==> config.mk <==
export PLATFORM = sky130hd
export DESIGN_NAME = key_to_button_hold_mapper
export DESIGN_NICKNAME = d
export VERILOG_FILES = /design/src/sv/kbhm_pkg.sv /design/src/sv/key_to_button_hold_mapper.sv
export SDC_FILE = /design/constraint.sdc
export NUM_CORES = 2
export LEC_CHECK = 0
export ABC_AREA = 1
export BUFFER_PORTS_ARGS = -buffer_cell sky130_fd_sc_hd__buf_4
export CAP_MARGIN = 20
export CORE_MARGIN = 10
export CORE_UTILIZATION = 45
export DETAILED_ROUTE_END_ITERATION = 10
export SLEW_MARGIN = 30
export SYNTH_ARGS = -nofsm -noshare
export SYNTH_HDL_FRONTEND = slang
export SYNTH_SLANG_ARGS = --single-unit
==> constraint.sdc <==
create_clock -name clk_i -period 5.9 [get_ports clk_i]
set_input_delay 1.18 -clock clk_i [delete_from_list [all_inputs] [get_ports clk_i]]
set_output_delay 1.18 -clock clk_i [all_outputs]
set_load 0.01 [all_outputs]
==> src/sv/kbhm_pkg.sv <==
// ----------------------------------------------------------------------------
// kbhm_pkg
// Shared constants for the key to button hold mapper: widths, key codes,
// button and action bit positions, escape parser phases and register indexes.
// ----------------------------------------------------------------------------
`default_nettype none

package kbhm_pkg;

  localparam int TIME_BITS = 40;
  localparam int NOW_IN_W  = 40;
  localparam int NOW_W     = (TIME_BITS < NOW_IN_W) ? TIME_BITS : NOW_IN_W;
  localparam int DL_W      = TIME_BITS + 1;
  localparam int HOLD_W    = 16;
  localparam int NUM_BTN   = 8;
  localparam int NUM_ACT   = 3;
  localparam int CFG_IDX_W = 1;

  localparam logic [CFG_IDX_W-1:0] REG_BUTTON_HOLD = 1'd0;
  localparam logic [CFG_IDX_W-1:0] REG_ACTION_HOLD = 1'd1;

  localparam logic OP_KEY   = 1'b0;
  localparam logic OP_QUERY = 1'b1;

  localparam logic [HOLD_W-1:0] BUTTON_HOLD_RST = 16'd220;
  localparam logic [HOLD_W-1:0] ACTION_HOLD_RST = 16'd250;

  localparam logic [1:0] PH_IDLE = 2'd0;
  localparam logic [1:0] PH_ESC  = 2'd1;
  localparam logic [1:0] PH_CSI  = 2'd2;

  localparam int BTN_UP     = 0;
  localparam int BTN_DOWN   = 1;
  localparam int BTN_LEFT   = 2;
  localparam int BTN_RIGHT  = 3;
  localparam int BTN_A      = 4;
  localparam int BTN_B      = 5;
  localparam int BTN_START  = 6;
  localparam int BTN_SELECT = 7;

  localparam int ACT_LOAD  = 0;
  localparam int ACT_SAVE  = 1;
  localparam int ACT_CLEAR = 2;

  localparam logic [7:0] KEY_ESC      = 8'h1B;
  localparam logic [7:0] KEY_LBRACKET = 8'h5B;
  localparam logic [7:0] KEY_UC_O     = 8'h4F;
  localparam logic [7:0] KEY_UC_A     = 8'h41;
  localparam logic [7:0] KEY_UC_B     = 8'h42;
  localparam logic [7:0] KEY_UC_C     = 8'h43;
  localparam logic [7:0] KEY_UC_D     = 8'h44;
  localparam logic [7:0] KEY_UC_Z     = 8'h5A;
  localparam logic [7:0] CASE_BIT     = 8'h20;
  localparam logic [7:0] KEY_W        = 8'h77;
  localparam logic [7:0] KEY_S        = 8'h73;
  localparam logic [7:0] KEY_A        = 8'h61;
  localparam logic [7:0] KEY_D        = 8'h64;
  localparam logic [7:0] KEY_J        = 8'h6A;
  localparam logic [7:0] KEY_X        = 8'h78;
  localparam logic [7:0] KEY_K        = 8'h6B;
  localparam logic [7:0] KEY_Z        = 8'h7A;
  localparam logic [7:0] KEY_CR       = 8'h0D;
  localparam logic [7:0] KEY_LF       = 8'h0A;
  localparam logic [7:0] KEY_SPACE    = 8'h20;
  localparam logic [7:0] KEY_TAB      = 8'h09;
  localparam logic [7:0] KEY_R        = 8'h72;
  localparam logic [7:0] KEY_P        = 8'h70;
  localparam logic [7:0] KEY_C        = 8'h63;

endpackage

`default_nettype wire

==> src/sv/key_to_button_hold_mapper.sv <==
// ----------------------------------------------------------------------------
// key_to_button_hold_mapper
// Parses key bytes into pad button and action presses with hold deadlines
// and answers state queries with the buttons and actions still held.
// ----------------------------------------------------------------------------
// Query path: an accepted request goes to the input register, its result to the result register.
// Throughput: one request per cycle; the input register drains whenever the
//   result register is free or being taken, key bytes never wait on output.
// Reset: parser phase idle, all deadlines 0, hold times 220 ms and 250 ms.
// ----------------------------------------------------------------------------
`default_nettype none

module key_to_button_hold_mapper (
  input  wire logic                           clk_i,
  input  wire logic                           rst_ni,
  input  wire logic                           s_axis_tvalid,
  output logic                                s_axis_tready,
  input  wire logic [47:0]                    s_axis_tdata,  // key_byte[7:0], now_ms[47:8]
  input  wire logic [0:0]                     s_axis_tuser,  // op[0]
  output logic                                m_axis_tvalid,
  input  wire logic                           m_axis_tready,
  output logic [15:0]                         m_axis_tdata,  // buttons[7:0], actions[10:8]
  input  wire logic                           cfg_valid_i,
  output logic                                cfg_ready_o,
  input  wire logic [kbhm_pkg::CFG_IDX_W-1:0] cfg_index_i,
  input  wire logic [kbhm_pkg::HOLD_W-1:0]    cfg_data_i
);
  import kbhm_pkg::*;

  logic [HOLD_W-1:0]  button_hold_q, action_hold_q;
  logic [1:0]         phase_q, phase_d;
  logic [DL_W-1:0]    btn_dl_q [NUM_BTN];
  logic [DL_W-1:0]    act_dl_q [NUM_ACT];

  logic               in_vld_q;
  logic               in_op_q;
  logic [7:0]         in_key_q;
  logic [NOW_W-1:0]   in_now_q;

  logic               out_vld_q;
  logic [NUM_BTN-1:0] out_btn_q, held_btn;
  logic [NUM_ACT-1:0] out_act_q, held_act;

  logic               adv, in_take;
  logic [7:0]         folded;
  logic [NUM_BTN-1:0] btn_hit;
  logic [NUM_ACT-1:0] act_hit;
  logic [DL_W-1:0]    now_ext, btn_dl_new, act_dl_new;

  assign adv           = in_vld_q && (in_op_q == OP_KEY || !out_vld_q || m_axis_tready);
  assign s_axis_tready = !in_vld_q || adv;
  assign in_take       = s_axis_tvalid && s_axis_tready;
  assign cfg_ready_o   = 1'b1;

  assign m_axis_tvalid = out_vld_q;
  assign m_axis_tdata  = {5'd0, out_act_q, out_btn_q};

  assign now_ext    = DL_W'(in_now_q);
  assign btn_dl_new = now_ext + DL_W'(button_hold_q);
  assign act_dl_new = now_ext + DL_W'(action_hold_q);

  always_comb begin
    folded = in_key_q;
    if (in_key_q >= KEY_UC_A && in_key_q <= KEY_UC_Z) begin
      folded = in_key_q | CASE_BIT;
    end
  end

  always_comb begin
    phase_d = PH_IDLE;
    btn_hit = '0;
    act_hit = '0;
    unique case (phase_q)
      PH_ESC: begin
        phase_d = (in_key_q == KEY_LBRACKET || in_key_q == KEY_UC_O) ? PH_CSI : PH_IDLE;
      end
      PH_CSI: begin
        unique case (in_key_q)
          KEY_UC_A: btn_hit[BTN_UP]    = 1'b1;
          KEY_UC_B: btn_hit[BTN_DOWN]  = 1'b1;
          KEY_UC_C: btn_hit[BTN_RIGHT] = 1'b1;
          KEY_UC_D: btn_hit[BTN_LEFT]  = 1'b1;
          default: ;
        endcase
      end
      default: begin
        if (in_key_q == KEY_ESC) begin
          phase_d = PH_ESC;
        end else begin
          unique case (folded)
            KEY_W:              btn_hit[BTN_UP]     = 1'b1;
            KEY_S:              btn_hit[BTN_DOWN]   = 1'b1;
            KEY_A:              btn_hit[BTN_LEFT]   = 1'b1;
            KEY_D:              btn_hit[BTN_RIGHT]  = 1'b1;
            KEY_J, KEY_X:       btn_hit[BTN_A]      = 1'b1;
            KEY_K, KEY_Z:       btn_hit[BTN_B]      = 1'b1;
            KEY_CR, KEY_LF:     btn_hit[BTN_START]  = 1'b1;
            KEY_SPACE, KEY_TAB: btn_hit[BTN_SELECT] = 1'b1;
            KEY_R:              act_hit[ACT_LOAD]   = 1'b1;
            KEY_P:              act_hit[ACT_SAVE]   = 1'b1;
            KEY_C:              act_hit[ACT_CLEAR]  = 1'b1;
            default: ;
          endcase
        end
      end
    endcase
  end

  always_comb begin
    for (int i = 0; i < NUM_BTN; i++) begin
      held_btn[i] = btn_dl_q[i] > now_ext;
    end
    for (int i = 0; i < NUM_ACT; i++) begin
      held_act[i] = act_dl_q[i] > now_ext;
    end
  end

  always_ff @(posedge clk_i or negedge rst_ni) begin
    if (!rst_ni) begin
      button_hold_q <= BUTTON_HOLD_RST;
      action_hold_q <= ACTION_HOLD_RST;
    end else if (cfg_valid_i && cfg_ready_o) begin
      unique case (cfg_index_i)
        REG_BUTTON_HOLD: button_hold_q <= cfg_data_i;
        REG_ACTION_HOLD: action_hold_q <= cfg_data_i;
        default: ;
      endcase
    end
  end

  always_ff @(posedge clk_i or negedge rst_ni) begin
    if (!rst_ni) begin
      phase_q <= PH_IDLE;
      for (int i = 0; i < NUM_BTN; i++) begin
        btn_dl_q[i] <= '0;
      end
      for (int i = 0; i < NUM_ACT; i++) begin
        act_dl_q[i] <= '0;
      end
    end else if (adv && in_op_q == OP_KEY) begin
      phase_q <= phase_d;
      for (int i = 0; i < NUM_BTN; i++) begin
        if (btn_hit[i]) begin
          btn_dl_q[i] <= btn_dl_new;
        end
      end
      for (int i = 0; i < NUM_ACT; i++) begin
        if (act_hit[i]) begin
          act_dl_q[i] <= act_dl_new;
        end
      end
    end
  end

  always_ff @(posedge clk_i or negedge rst_ni) begin
    if (!rst_ni) begin
      in_vld_q  <= 1'b0;
      out_vld_q <= 1'b0;
    end else begin
      if (in_take) begin
        in_vld_q <= 1'b1;
      end else if (adv) begin
        in_vld_q <= 1'b0;
      end
      if (adv && in_op_q == OP_QUERY) begin
        out_vld_q <= 1'b1;
      end else if (m_axis_tready) begin
        out_vld_q <= 1'b0;
      end
    end
  end

  always_ff @(posedge clk_i) begin
    if (in_take) begin
      in_op_q  <= s_axis_tuser[0];
      in_key_q <= s_axis_tdata[7:0];
      in_now_q <= s_axis_tdata[8 +: NOW_W];
    end
    if (adv && in_op_q == OP_QUERY) begin
      out_btn_q <= held_btn;
      out_act_q <= held_act;
    end
  end

endmodule

`default_nettype wire
==> summary.md <==
| Metric | Value |
|---|---|
| Wire per inst | 19.7 µm |
| Hold crit path type | register to register |
| Via count | 29500 |
| CP Class | register to register |
| Critical Path Start Type | register |
| Diode count | 0 |
| Starting Density | 45.4% |
| # hold bufs at CTS | 0 |
| Final setup vio count | 0 |
| CTS max path bufs | 3 |
| Commonest non-fill, non-tap cell in the layout | nand2_1 |
| Drt drc | 0 |
| I/O Buffers | 83 |
| Tmin final | 3.81 ns |
| CP Data Required Time | 6.44 ns |
| Vias in the first global route | 29200 |
| Syn Inst Count | 4343 |
| Post-cts sizing count | 0 |
| Clock Latency Late Sink | 0.62 ns |
| Die X | 297 µm |
| Layout cell share with drive strength beyond 1 | 6.16% |
| Synthesis Warnings | 0 |
| Outcome | finished clean |
| Clk_skew | 0.0277 ns |
| I/O pins | 90 |
| Leakage power | 21.1 nW |
| Setup Buffers After CTS | 0 |
| DRT Wirelength | 108 mm |
| Largest area contributor in the netlist | dfrtp_1 |
| RSZ-0062 raised after global routing | false |
| Critical path fanouts, max | 45 |
| Global-route wire length before repair | 169 mm |
| TNS Setup | 0 ns |
| Top post-synthesis cells by area | dfrtp_1 35%, nand2_1 17%, ha_1 17% |
| Dpl cells | 5370 |
| Proportion of synthesized chip area in sequential cells | 40.6% |
| Post-synth EDFFs | 60 |
| Yosys reg bits | 547 |
| Max Slew Vio Count | 0 |
| DIE HEIGHT | 297 µm |
| Most frequent cells in the layout | 1583 x nand2_1, 476 x dfrtp_1, 474 x ha_1, 340 x inv_1, 317 x nand3_1 |
| Synth Area per Inst | 7.94 µm² |
| CTS sink cnt | 547 |
| Dpl hpwl | 79.6 mm |
| Predominant post-synthesis flop cell | dfrtp_1 |
| CP arrival | 4.35 ns |
| DRT Pass-1 Iters | 5 |
| DR iter-0 viols | 2416 |
| Finished Layout Cells | 5496 |
| Antenna violations before repair | 0 |
| Achievable Freq | 263 MHz |
| Num CTS Buffers | 68 |
| Synth top area share | 34.6% |
| Hold Fails Final Rpt | 0 |
| H-Tree Level Count | 3 |
| Die area | 0.0881 mm² |
| CTS tree | built |
| Ys async rst share | 89.0% |
| Mapped Area | 0.0345 mm² |
| Post-route ant nets | 0 |
| Max-capacitance violation count | 0 |
| Power per Cell Area | 268 mW/mm² |
| Std cell rows | 101 |
| Max VDD drop | 222 µV |
| CTS clk-pin slew, worst paths | 0.06 ns |
| Clock root buffer | clkbuf_16 |
| Overall Global Routing Usage | 24.2% |
| Synth-to-Final Area Change | 11.3% |
| NumNets Final | 4957 |
| Worst slew margin | 34.0% |
| Fillers | 7413 |
| Routability cong. | 0.959 |
| Via density | 5.37 |
| Largest net degree at the start of global routing | 106 |
| Core Region | 0.0759 mm² |
| Slew @ Worst Pin | 0.990 ns |
| Yosys cell types | 46 |
| Critical Path End Type | register |
| Final period util | 64.6% |
| GRT Residual Overflow | 0 |
==> registers in the layout, summed over array words and instances (netlist names) <==
| signal | cells |
|---|---|
| btn_dl_q | 328 |
| act_dl_q | 123 |
| in_now_q | 40 |
| action_hold_q | 16 |
| button_hold_q | 16 |
| in_key_q | 8 |
| out_btn_q | 8 |
| out_act_q | 3 |
| phase_q | 2 |
| in_op_q | 1 |
| in_vld_q | 1 |
| m_axis_tvalid | 1 |
==> through the flow <==
stage | hold slack, ns | cell area (µm²) | utilization, % | worst slack (ns) | power, mW
after floorplan | 0.442 | 34500 | - | 3.09 | 5.35
final | 0.469 | 38400 | 50.5 | 2.09 | 10.3
after global placement | 0.457 | 36100 | 47.5 | 2.18 | 6.03
after global routing | 0.497 | 38400 | 50.5 | 1.83 | 10.8
after detailed placement | 0.458 | 36100 | 47.6 | 2.14 | 6.05
after CTS | 0.473 | 38400 | 50.5 | 2.12 | 10.3
==> logic make-up after synthesis <==
group	after synthesis	synth area share [%]
AOI/OAI and AO/OA	554	8.37
buffers and inverters	465	5.52
DFF	547	40.6
and+or+nand+nor	2259	27.1
adders and majority gates	476	17.3
xor gates and xnor gates	40	1.02
other	2	0.0218
==> power breakdown <==
part	internal, mW	switching, mW
sequential	4.06	0.179
combinational	0.540	1.23
clock	2.49	1.77
total	7.09	3.19
==> synth_stat cells, types with 5 or more instances <==
master	instances
nand4_1	73
o21ai_1	29
nand3_1	319
nor4b_1	5
clkbuf_1	38
nor2_1	178
edfxtp_1	60
nand2_2	9
a21oi_1	230
o21ai_0	247
xnor2_1	20
buf_4	20
inv_1	341
dfstp_2	11
buf_2	59
xor2_1	20
a211oi_1	6
nor3_1	37
nand2_1	1587
nand3b_1	14
or2_2	5
nor4_1	15
o21a_1	6
ha_1	474
dfrtp_1	476
a21o_1	20
==> critical path: stages (launching register included) <==
cell and delay [ns]:
edfxtp_1 0.46, nand2_1 0.18, nor2_1 0.10, nand3b_1 0.14
nand2_2 0.10, nor2_4 0.08, buf_4 0.52, inv_2 0.20
nor2_4 0.19, nand2_2 0.55, nand2_2 0.96, nand2_1 0.11
nand2_1 0.10
==> worst paths after layout <==
path                       slack (ns)                 startpoint                         to  depth (start not counted)
max                              2.09      in_key_q[1]$_DFFE_PP_   btn_dl_q[93]$_DFFE_PN0P_                         12
min                              0.47  btn_dl_q[205]$_DFFE_PN0P_  btn_dl_q[205]$_DFFE_PN0P_                          2
max reg2reg                      2.09      in_key_q[1]$_DFFE_PP_   btn_dl_q[93]$_DFFE_PN0P_                         12
min reg2reg                      0.47  btn_dl_q[205]$_DFFE_PN0P_  btn_dl_q[205]$_DFFE_PN0P_                          2
max in group asynchronous        4.22                     rst_ni   act_dl_q[33]$_DFFE_PN0P_                          2
min in group asynchronous        0.57                     rst_ni  btn_dl_q[168]$_DFFE_PN0P_                          1
==> final cells by class <==
class / count / area (µm²) / area share, %
well taps: 1030 / 1290 / 3.36
repair buffers: 113 / 906 / 2.36
multi-input cells: 3335 / 18600 / 48.5
inverters: 345 / 1290 / 3.37
flip-flops and latches: 547 / 14000 / 36.5
clock inverters: 44 / 400 / 1.04
clock buffers: 82 / 1860 / 4.84
==> layer usage <==
layer	track usage, %	part of all wire (%)	vias to the layer above
met5	0	0	-
met4	10.9	4.7	0
met3	2.97	4.7	225
met2	39.2	46	803
met1	32.1	45	13900
li1	-	-	14500
(Power assumes the default switching activity.)
